## config.mk

```make
export PLATFORM = sky130hd
export DESIGN_NAME = block_buffer_cache_directory
export DESIGN_NICKNAME = d
export VERILOG_FILES = /design/src/hdl/bbcd_pkg.sv /design/src/hdl/bbcd_ctrl.sv /design/src/hdl/bbcd_datapath.sv /design/src/hdl/block_buffer_cache_directory.sv
export SDC_FILE = /design/constraint.sdc
export NUM_CORES = 2
export LEC_CHECK = 0
export BUFFER_PORTS_ARGS = -buffer_cell sky130_fd_sc_hd__buf_2
export CORE_ASPECT_RATIO = 1.2
export CORE_MARGIN = 5
export CORE_UTILIZATION = 35
export CTS_CLUSTER_DIAMETER = 200
export DETAILED_ROUTE_END_ITERATION = 10
export HOLD_SLACK_MARGIN = 0.1
export PLACE_DENSITY = 0.5
export SYNTH_ARGS = -nofsm -noshare
export SYNTH_HDL_FRONTEND = slang
export SYNTH_SLANG_ARGS = --single-unit
```

## constraint.sdc

```tcl
create_clock -name clk_i -period 8.6 [get_ports clk_i]
set_input_delay 0 -clock clk_i [delete_from_list [all_inputs] [get_ports clk_i]]
set_output_delay 0 -clock clk_i [all_outputs]
set_load 0.01 [all_outputs]
```

## src/hdl/bbcd_pkg.sv

```systemverilog
// Package: types, constants and codes for the buffer cache directory.
`default_nettype none
package bbcd_pkg;
  localparam int unsigned EntryCount  = 32;
  localparam int unsigned BucketCount = 16;
  localparam int unsigned IdxW        = $clog2(EntryCount);
  localparam int unsigned BktW        = (BucketCount > 1) ? $clog2(BucketCount) : 1;
  localparam int unsigned CntW        = IdxW + 1;
  localparam logic [7:0]  CountMax    = 8'hff;

  localparam logic [1:0] OpRead    = 2'd0;
  localparam logic [1:0] OpRelease = 2'd1;
  localparam logic [1:0] OpPin     = 2'd2;
  localparam logic [1:0] OpUnpin   = 2'd3;

  localparam logic [1:0] StOk        = 2'd0;
  localparam logic [1:0] StNoFree    = 2'd1;
  localparam logic [1:0] StUnderflow = 2'd2;
  localparam logic [1:0] StOverflow  = 2'd3;

  typedef struct packed {
    logic [1:0]  opcode;
    logic [7:0]  device;
    logic [30:0] block_number;
    logic [4:0]  entry_index;
    logic [31:0] now_tick;
  } req_t;

  typedef struct packed {
    logic [4:0] result_index;
    logic       need_disk_read;
    logic [1:0] status;
  } rsp_t;

  typedef struct packed {
    logic load;
    logic scan_clr;
    logic scan_step;
    logic commit;
  } cmd_t;

  typedef struct packed {
    logic is_read;
    logic scan_last;
  } sts_t;

  function automatic logic [BktW-1:0] bucket_of(input logic [30:0] blk);
    return BktW'(blk % BucketCount);
  endfunction
endpackage
`default_nettype wire

```

## src/hdl/bbcd_ctrl.sv

```systemverilog
// Controller: sequences load, entry scan (reads only) and commit for each item.
`default_nettype none
module bbcd_ctrl import bbcd_pkg::*; (
  input  wire  clk_i,
  input  wire  rst_ni,
  input  wire  start_i,
  output logic busy_o,
  input  sts_t sts_i,
  output cmd_t cmd_o
);
  localparam logic [1:0] S_IDLE = 2'd0;
  localparam logic [1:0] S_SCAN = 2'd1;
  localparam logic [1:0] S_COMMIT = 2'd2;

  logic [1:0] state_q, state_d;

  always_ff @(posedge clk_i or negedge rst_ni) begin
    if (!rst_ni) state_q <= S_IDLE;
    else state_q <= state_d;
  end

  always_comb begin
    state_d = state_q;
    cmd_o = '0;
    case (state_q)
      S_IDLE: begin
        if (start_i) begin
          cmd_o.load = 1'b1;
          cmd_o.scan_clr = 1'b1;
          state_d = S_SCAN;
        end
      end
      S_SCAN: begin
        if (!sts_i.is_read) state_d = S_COMMIT;
        else begin
          cmd_o.scan_step = 1'b1;
          if (sts_i.scan_last) state_d = S_COMMIT;
        end
      end
      S_COMMIT: begin
        cmd_o.commit = 1'b1;
        state_d = S_IDLE;
      end
      default: state_d = S_IDLE;
    endcase
  end

  assign busy_o = (state_q != S_IDLE);
endmodule
`default_nettype wire

```

## src/hdl/bbcd_datapath.sv

```systemverilog
// Datapath: entry tables, scan for hit and oldest victims, entry update.
`default_nettype none
module bbcd_datapath import bbcd_pkg::*; (
  input  wire  clk_i,
  input  wire  rst_ni,
  input  req_t req_i,
  input  cmd_t cmd_i,
  output sts_t sts_o,
  output logic done_o,
  output rsp_t rsp_o
);
  logic [EntryCount-1:0] in_use_q, valid_q;
  logic [7:0]  dev_q   [EntryCount];
  logic [30:0] blk_q   [EntryCount];
  logic [7:0]  cnt_q   [EntryCount];
  logic [31:0] rtime_q [EntryCount];

  req_t req_q;
  logic [IdxW-1:0] ptr_q;
  logic hit_q, bkt_f_q, all_f_q;
  logic [IdxW-1:0] hit_i_q, bkt_i_q, all_i_q;
  logic [31:0] bkt_t_q, all_t_q;

  logic cur_free, cur_hit, cur_bkt;
  assign cur_free = (cnt_q[ptr_q] == 8'd0);
  assign cur_hit = in_use_q[ptr_q] && dev_q[ptr_q] == req_q.device
                   && blk_q[ptr_q] == req_q.block_number;
  assign cur_bkt = in_use_q[ptr_q]
                   && bucket_of(blk_q[ptr_q]) == bucket_of(req_q.block_number);

  assign sts_o.is_read = (req_q.opcode == OpRead);
  assign sts_o.scan_last = (CntW'(ptr_q) == CntW'(EntryCount - 1));

  always_ff @(posedge clk_i) begin
    if (cmd_i.load) req_q <= req_i;
    if (cmd_i.scan_clr) begin
      ptr_q <= '0;
      hit_q <= 1'b0;
      bkt_f_q <= 1'b0;
      all_f_q <= 1'b0;
    end else if (cmd_i.scan_step) begin
      if (!sts_o.scan_last) ptr_q <= ptr_q + 1'b1;
      if (cur_hit && !hit_q) begin
        hit_q <= 1'b1;
        hit_i_q <= ptr_q;
      end
      if (cur_free && cur_bkt && (!bkt_f_q || rtime_q[ptr_q] < bkt_t_q)) begin
        bkt_f_q <= 1'b1;
        bkt_i_q <= ptr_q;
        bkt_t_q <= rtime_q[ptr_q];
      end
      if (cur_free && (!all_f_q || rtime_q[ptr_q] < all_t_q)) begin
        all_f_q <= 1'b1;
        all_i_q <= ptr_q;
        all_t_q <= rtime_q[ptr_q];
      end
    end
  end

  logic [IdxW-1:0] vic, ei;
  logic in_rng;
  assign vic = bkt_f_q ? bkt_i_q : all_i_q;
  assign ei = req_q.entry_index[IdxW-1:0];
  assign in_rng = (32'(req_q.entry_index) < EntryCount);

  rsp_t rsp_d;

  always_comb begin
    rsp_d = '{result_index: req_q.entry_index, need_disk_read: 1'b0, status: StOk};
    if (req_q.opcode == OpRead) begin
      if (hit_q) begin
        rsp_d.result_index = 5'(hit_i_q);
        if (cnt_q[hit_i_q] == CountMax) rsp_d.status = StOverflow;
        else rsp_d.need_disk_read = !valid_q[hit_i_q];
      end else if (bkt_f_q || all_f_q) begin
        rsp_d.result_index = 5'(vic);
        rsp_d.need_disk_read = 1'b1;
      end else begin
        rsp_d.result_index = '0;
        rsp_d.status = StNoFree;
      end
    end else if (in_rng) begin
      if (req_q.opcode == OpPin) begin
        if (cnt_q[ei] == CountMax) rsp_d.status = StOverflow;
      end else if (cnt_q[ei] == 8'd0) rsp_d.status = StUnderflow;
    end
  end

  always_ff @(posedge clk_i or negedge rst_ni) begin
    if (!rst_ni) begin
      in_use_q <= '0;
      valid_q <= '0;
      done_o <= 1'b0;
      rsp_o <= '0;
      for (int i = 0; i < EntryCount; i++) begin
        dev_q[i] <= '0;
        blk_q[i] <= '0;
        cnt_q[i] <= '0;
        rtime_q[i] <= '0;
      end
    end else begin
      done_o <= cmd_i.commit;
      if (cmd_i.commit) begin
        rsp_o <= rsp_d;
        if (req_q.opcode == OpRead) begin
          if (hit_q) begin
            if (cnt_q[hit_i_q] != CountMax) begin
              cnt_q[hit_i_q] <= cnt_q[hit_i_q] + 8'd1;
              valid_q[hit_i_q] <= 1'b1;
            end
          end else if (bkt_f_q || all_f_q) begin
            in_use_q[vic] <= 1'b1;
            valid_q[vic] <= 1'b1;
            dev_q[vic] <= req_q.device;
            blk_q[vic] <= req_q.block_number;
            cnt_q[vic] <= 8'd1;
          end
        end else if (in_rng) begin
          if (req_q.opcode == OpPin) begin
            if (cnt_q[ei] != CountMax) cnt_q[ei] <= cnt_q[ei] + 8'd1;
          end else if (cnt_q[ei] != 8'd0) begin
            cnt_q[ei] <= cnt_q[ei] - 8'd1;
            if (req_q.opcode == OpRelease && cnt_q[ei] == 8'd1)
              rtime_q[ei] <= req_q.now_tick;
          end
        end
      end
    end
  end
endmodule
`default_nettype wire

```

## src/hdl/block_buffer_cache_directory.sv

```systemverilog
// Top level: buffer cache directory with reference counts and LRU replacement.
//  channel  | ports                     | handshake
//  request  | start_i, req_i            | taken when start_i && !busy_o
//  response | done_o, rsp_o             | one-cycle strobe, no backpressure
// Read: load, then a scan of all 32 entries (one entry per cycle), then commit.
// Release/pin/unpin: load, then commit, with no entry scan. The entry scan sets the read rate.
// Reset clears all entry tables at once; no sweep. Results cannot stall.
`default_nettype none
module block_buffer_cache_directory import bbcd_pkg::*; (
  input  wire  clk_i,
  input  wire  rst_ni,
  input  wire  start_i,
  input  req_t req_i,
  output logic busy_o,
  output logic done_o,
  output rsp_t rsp_o
);
  cmd_t cmd;
  sts_t sts;

  bbcd_ctrl u_ctrl (
    .clk_i, .rst_ni, .start_i, .busy_o, .sts_i(sts), .cmd_o(cmd)
  );

  bbcd_datapath u_dp (
    .clk_i, .rst_ni, .req_i, .cmd_i(cmd), .sts_o(sts), .done_o, .rsp_o
  );

`ifndef SYNTHESIS
  a_done_after_commit: assert property (@(posedge clk_i) disable iff (!rst_ni)
    cmd.commit |=> done_o) else $error("missing result strobe");
  a_busy_on_start: assert property (@(posedge clk_i) disable iff (!rst_ni)
    (start_i && !busy_o) |=> busy_o) else $error("item not taken");
  a_one_cmd: assert property (@(posedge clk_i) disable iff (!rst_ni)
    $onehot0({cmd.load, cmd.scan_step, cmd.commit})) else $error("cmd clash");
`endif
endmodule
`default_nettype wire
```

[Yosys cells after proc, flatten, opt, wreduce, memory -nomap -nowiden]
Index checks and enable logic that the tools add are counted.
Operators by class
  add/sub/neg operators: 4
  $lt $le $gt $ge: 14
  eq/ne operators: 19
  muxes and demuxes: 73
  bitwise logic cells: 15
  reduce and logical (&&, ||, !) cells: 40
Operators with widths (number)
  2-to-1 mux 256 bit: 7
  bitwise mux 1024 bit: 1
  bitwise mux 256 bit: 4
  bitwise mux 992 bit: 1
  bitwise AND 224 bit: 1
  NOT 224 bit: 1
  2-to-1 mux 32 bit: 6
  binary-select mux 32 bit (select 5 bit): 1
  binary-select mux 8 bit (select 5 bit): 4
  demux 32 bit (select 5 bit): 1
  binary-select mux 31 bit (select 5 bit): 1
  demux 31 bit (select 5 bit): 1
  OR 32 bit: 4
  demux 8 bit (select 5 bit): 3
  2-to-1 mux 8 bit: 12
  2-to-1 mux 31 bit: 3
  < comparator 32 bit: 2
  == test 31 bit: 1
  greater-or-equal comparator 6 bit (second input constant): 4
  NOT 5 -> 6 bit: 4
  2-to-1 mux 2 bit: 10
  < comparator 5 x 6 -> 1 bit (second input constant): 3
  < comparator 6 x 1 -> 1 bit (second input constant): 3
  adder 8 x 1 -> 8 bit (second input constant): 2
  33 further kinds: 85
Word-level totals
  flip-flop bits (word level): 2768
  input bits: 81
  output and inout bits: 10
  word-level logic and storage cells: 314

[Longest topological paths before layout]
  depth after elaboration: 11
  gate-level depth with buffers: 21
  gate-level depth less buffers: 14

[Modules after synthesis]
A second synthesis with hierarchy kept.
Second synthesis, totals
  cells, all modules: 9103
  area, all modules: 131770.1 um2
By module, submodules not included
  bbcd_datapath: times used 1, cells each 9092, area an instance 131656.3 um2, seq. area each 69962.1 um2
  bbcd_ctrl: times used 1, cells each 11, area an instance 113.9 um2, seq. area each 50.0 um2

[Worst setup path after synthesis]
No wires, ideal clock.
  kind: register to register
  start point: register u_dp.ptr_q[0]
  end point: register u_dp.bkt_i_q[0] (enable)
  library setup time: 0.444 ns
  arrival: 6.764 ns
  required time: 8.156 ns
  setup slack: 1.393 ns
  stages on the path, launching flop included: 21
  buffers on the path: 6
  period minus slack after synthesis: 7.207 ns
  path through: dfxtp_1 buf_2 buf_2 buf_4 buf_4 buf_1 buf_1 mux4_2 mux4_2 nand2_1 nand2_1 ha_1 a21o_1 a21o_1 a21o_1 a21o_1 a21o_1 a21o_1 a211oi_1 o21ai_0 a21oi_1
On the way
  cells in the longest elaborated chain, start to end: 9
  elaborated cells on any way between the ends: 20
  those cells by class: order compare: 1; eq/ne: 1; mux: 11; bitwise: 1; reduce/logical: 6
RTL lines
  from (decl): line bbcd_datapath.sv:19  | logic [IdxW-1:0] ptr_q;
  from (signal assigned): line bbcd_datapath.sv:42  | if (!sts_o.scan_last) ptr_q <= ptr_q + 1'b1;
  parallel branches: the longest is 7 deep, another holds < comparator 32 bit
  logical AND 1 bit *: line bbcd_datapath.sv:47  | if (cur_free && cur_bkt && (!bkt_f_q || rtime_q[ptr_q] < bkt_t_q)) begin
  AND reduction 3 bit (no source line) *
  to (signal assigned): line bbcd_datapath.sv:49  | bkt_i_q <= ptr_q;
  to (decl): line bbcd_datapath.sv:21  | logic [IdxW-1:0] hit_i_q, bkt_i_q, all_i_q;
Every way passes the cells marked *. The select of a mux whose other input is x is not followed.
A chain may end at the register's enable or synchronous reset.

[Worst setup path after layout]
  start point: register u_dp.ptr_q[0]
  end point: register u_dp.hit_i_q[3] (enable)
On the way
  cells in the longest elaborated chain, start to end: 9
  elaborated cells on any way between the ends: 15
  those cells by class: eq/ne: 2; mux: 8; bitwise: 1; reduce/logical: 4
RTL lines
  NOT 5 -> 6 bit (not written as such): line bbcd_datapath.sv:26, bbcd_datapath.sv:27
  binary-select mux 8 bit (select 5 bit): line bbcd_datapath.sv:26  | assign cur_hit = in_use_q[ptr_q] && dev_q[ptr_q] == req_q.device
  2-to-1 mux 8 bit (not written as such) (2 in a row): line bbcd_datapath.sv:26
  == test 8 bit: line bbcd_datapath.sv:26
  logical AND 1 bit: line bbcd_datapath.sv:26
  logical AND 1 bit *: line bbcd_datapath.sv:27  | && blk_q[ptr_q] == req_q.block_number;
  logical AND 1 bit *: line bbcd_datapath.sv:43  | if (cur_hit && !hit_q) begin
  AND reduction 3 bit (no source line) *
  to (signal assigned): line bbcd_datapath.sv:45  | hit_i_q <= ptr_q;
  to (decl): line bbcd_datapath.sv:21
Every way passes the cells marked *; elsewhere a longest branch is shown, timed or not. The select of a mux whose other input is x is not followed.

==> flow_summary.ini <==
[sta]
report.final.hold_viol_count = 0
post_route_clock_skew_ns = 0.06492
finalSetupViolations = 0
tightestPinTransition_ns = 1.458
finalWorstSetupSlack_ns = 1.938
timing.setup.tns_ns = 0
unrepaired_setup_endpoints_after_global_routing = no
timing.slew.headroom_pct = 2.722
final.min_clock_period_ns = 6.662
fin_crit_sh_pct = 77.47
fmax_mhz = 150.1
report.final.slew_viol_count = 0

[power_and_ir_drop]
pwr-share-comb_pct = 14.3
power.density_cell_area_nw_per_um2 = 216.9
pwr-share-seq_pct = 43.7
power.leakage_nw = 70.09
power.net_switching_w = 0.009648
ir_drop_worst_case_vdd_mv = 0.2325
share_clk_of_total_power_pct = 42.0
power.internal_w = 0.02328
netSwitchingFraction_pct = 29.30

[placed_design]
gp_congestion = 0.9831
portBuffers = 90
dp.final_hpwl_um = 267900
post-place-ws_ns = 1.739
place_inst = 13760

[routing]
detailroute.wirelength.met2_um = 229300
drt_first_iter_violations = 7057
route.vias.total = 85780
routedWlPerCell_um = 32.30
met3_wirelength_um = 26230
drt_wl_total_um = 468400
avgViaCountPerCell = 5.915
drc = 0
top_layer_used = met5
dr.pass1.iters = 5
wl_met1_um = 192400
route.antenna.remaining_nets = 0

[worst_setup_path]
worst-endpoint-required_ns = 9.19
worstSetupEndpointType = flip-flop
critical-path-top-cell-by-count = sky130_fd_sc_hd__buf_4
cp_max_fo = 74
path_cells = buf_12 > buf_4 > nand3b_1 > buf_4 > o22ai_1 > a211o_1 > o22ai_1 > xnor2_1 > nor4_1 > nand4_1 > nor4_2 > buf_4
timing_worst_setup_path_type = reg2reg
critical_path.max_stage_delay_ns = 0.94
critPathSlowestCell = sky130_fd_sc_hd__dfxtp_4
critPathBufInv = 4
worst_ep_arrival_time_ns = 7.25
setup.worst_path.start_class = flip-flop
path_delay_family = simple AND/OR/NAND/NOR gates

[floorplanning]
vertical_die_dimension_um = 686.6
die_width_um = 573.8
core_um2 = 380100
initial_standard_cell_utilization_of_the_core_pct = 35.12
fp.dieArea_um2 = 393900
rows = 248
ios = 91

[final_layout]
fin_cells = 14500
layout-area-overhead-vs-synth_pct = 13.69
fin_nets = 9389
drive_gt1_share_pct = 44.01

[synthesis]
ys_seq_area_share_pct = 52.44
syn_avg_cell_area_um2 = 14.36
synth.cell_area_um2 = 133500
yosysWarnings = 0
syn-num-nets = 9443
yosys.cell_types.count = 81
synthesis.instances = 9294
postSynthRegisterBits = 2768
synth_ff_type = sky130_fd_sc_hd__dfrtp_1
synth-edff-count = 157
synthArstFlopShare_pct = 94.04

[grt]
grt_first_pass_wirelength_um = 675300
residual_overflow_from_global_routing = 0
grt_antenna_before_repair = 11
global_route.usage.total_pct = 23.28
first_global_vias = 90650
grt_start_max_net_pins = 184

[status]
outcome = finished, final reports clean

[run]
drv_cap = 0

[clock_network]
post-cts-setup-buffers = 0
htreeDepth = 5
cts_tree = yes
clock_path_buffers = 4
insertion_delay_ns = 0.93
cts_made_buffers = 317
numClockSinks = 2768
cts_root_buf = sky130_fd_sc_hd__clkbuf_16
clkTransAtPathRegs_ns = 0.06

[worst_hold_path]
hold_path_class = in2reg
-- tightest hold or removal path: cells and delay by family --
family	cells	cell delay [ns]
buf+inv	3	1.14
-- cell type report --
cell class,instances,area [um2]
Fill cell,34990,228300
Sequential cell,2768,70030
Multi-Input combinational cell,5590,60440
Clock buffer,479,9445
Tap cell,5000,6256
Timing Repair Buffer,484,4182
Clock inverter,92,1090
Inverter,79,306.5
Antenna cell,9,22.52
-- logic make-up after synthesis --
| logic type | share of synthesized area, % |
|---|---|
| fa+ha+maj | 0.6373 |
| mux | 34.65 |
| simple gates | 3.250 |
| buf+inv | 2.910 |
| flops | 52.44 |
| xor+xnor | 0.3205 |
| compound gates | 5.789 |
-- cell usage after synthesis, types with 60 or more instances --
cell / n / share of area, %
sky130_fd_sc_hd__ha_1: 68 / 0.64
sky130_fd_sc_hd__a32oi_1: 69 / 0.45
sky130_fd_sc_hd__mux4_2: 658 / 11
sky130_fd_sc_hd__nand3_1: 60 / 0.22
sky130_fd_sc_hd__edfxtp_1: 157 / 3.5
sky130_fd_sc_hd__mux2i_1: 289 / 2.2
sky130_fd_sc_hd__a21oi_1: 117 / 0.44
sky130_fd_sc_hd__o22ai_1: 389 / 1.8
sky130_fd_sc_hd__buf_1: 103 / 0.29
sky130_fd_sc_hd__nor4_1: 77 / 0.36
sky130_fd_sc_hd__a22oi_1: 169 / 0.95
sky130_fd_sc_hd__o21ai_0: 113 / 0.42
sky130_fd_sc_hd__nor2_1: 127 / 0.36
sky130_fd_sc_hd__mux2_2: 2518 / 21
sky130_fd_sc_hd__nand2_1: 381 / 1.1
sky130_fd_sc_hd__clkbuf_1: 531 / 1.5
sky130_fd_sc_hd__buf_2: 201 / 0.75
sky130_fd_sc_hd__inv_1: 77 / 0.22
sky130_fd_sc_hd__dfrtp_1: 2603 / 49
-- cells in the final DEF, fill, tap and decap left out, drive strengths merged, types with 16 or more instances in the layout --
cell type       n
a211oi         27
a21o           56
a21oi         117
a22oi         169
a32oi          69
buf           324
bufinv         19
clkbuf        479
clkinv         56
dfrtp        2603
dlygate4sd3   160
edfxtp        157
ha             68
inv            93
mux2         2535
mux2i         289
mux4          658
nand2         391
nand2b         23
nand3          60
nand4          26
nor2          127
nor3           40
nor4           77
o21ai         114
o221ai         37
o22ai         389
o2bb2a         24
or2            30
xnor2          16
xor2           32
-- path summary, 6_finish.rpt --
| kind | cells past startpoint | to | startpoint | slack (ns) |
|---|---|---|---|---|
| worst max-delay path | 12 | u_dp.hit_i_q[3] | u_dp.ptr_q[0] | 1.94 |
| worst max register to register | 12 | u_dp.hit_i_q[3] | u_dp.ptr_q[0] | 1.94 |
| worst min-delay path | 3 | u_dp.req_q[28] | req_i[28] | 0.32 |
| min in group asynchronous | 4 | u_dp.rtime_q[907] | rst_ni | 0.40 |
| worst min register to register | 1 | u_dp.valid_q[14] | u_dp.valid_q[14] | 0.45 |
| max in group asynchronous | 5 | u_dp.blk_q[89] | rst_ni | 6.34 |
-- power by group through the flow --
stage | combinational [W] | clock, W | sequential (W)
after floorplan | 0.00294 | 0 | 0.0141
after global placement | 0.00456 | 0 | 0.0146
after detailed placement | 0.00462 | 0 | 0.0146
after CTS | 0.00469 | 0.0142 | 0.0144
after global routing | 0.00493 | 0.0147 | 0.0144
final | 0.00471 | 0.0138 | 0.0144
-- sequential cells by signal, indices dropped and copies added (netlist names) --
name            flops
u_ctrl.state_q      2
u_dp.all_f_q        1
u_dp.all_i_q        5
u_dp.all_t_q       32
u_dp.bkt_f_q        1
u_dp.bkt_i_q        5
u_dp.bkt_t_q       32
u_dp.blk_q        992
u_dp.cnt_q        256
u_dp.dev_q        256
u_dp.done_o         1
u_dp.ei             5
u_dp.hit_i_q        5
u_dp.hit_q          1
u_dp.in_use_q      32
u_dp.ptr_q          5
u_dp.req_q         73
u_dp.rsp_o          8
u_dp.rtime_q     1024
u_dp.valid_q       32
-- per-stage QoR --
| step | area [um2] | hold WS (ns) | util [%] | total power (W) |
|---|---|---|---|---|
| floorplan | 133500 | -0.2956 | - | 0.01705 |
| global placement | 139600 | 0.04233 | 36.72 | 0.01912 |
| detailed placement | 139600 | 0.06530 | 36.72 | 0.01922 |
| CTS | 151800 | 0.2261 | 39.92 | 0.03327 |
| global route | 151800 | 0.2766 | 39.93 | 0.03408 |
| finish | 151800 | 0.3238 | 39.93 | 0.03293 |
-- metal layers --
layer / vias to the layer above / global-route usage [%]
met5: - / 0
met4: 6 / 8.842
met1: 46710 / 30.14
li1: 35210 / -
met2: 2913 / 39.21
met3: 934 / 3.901
-- repair_timing --
item                                   in CTS  in global routing
hold buffers                              161                  0
gates resized for setup                     0                  0
endpoints found under the hold margin     943                  0
Power figures use the tool's default switching activity.
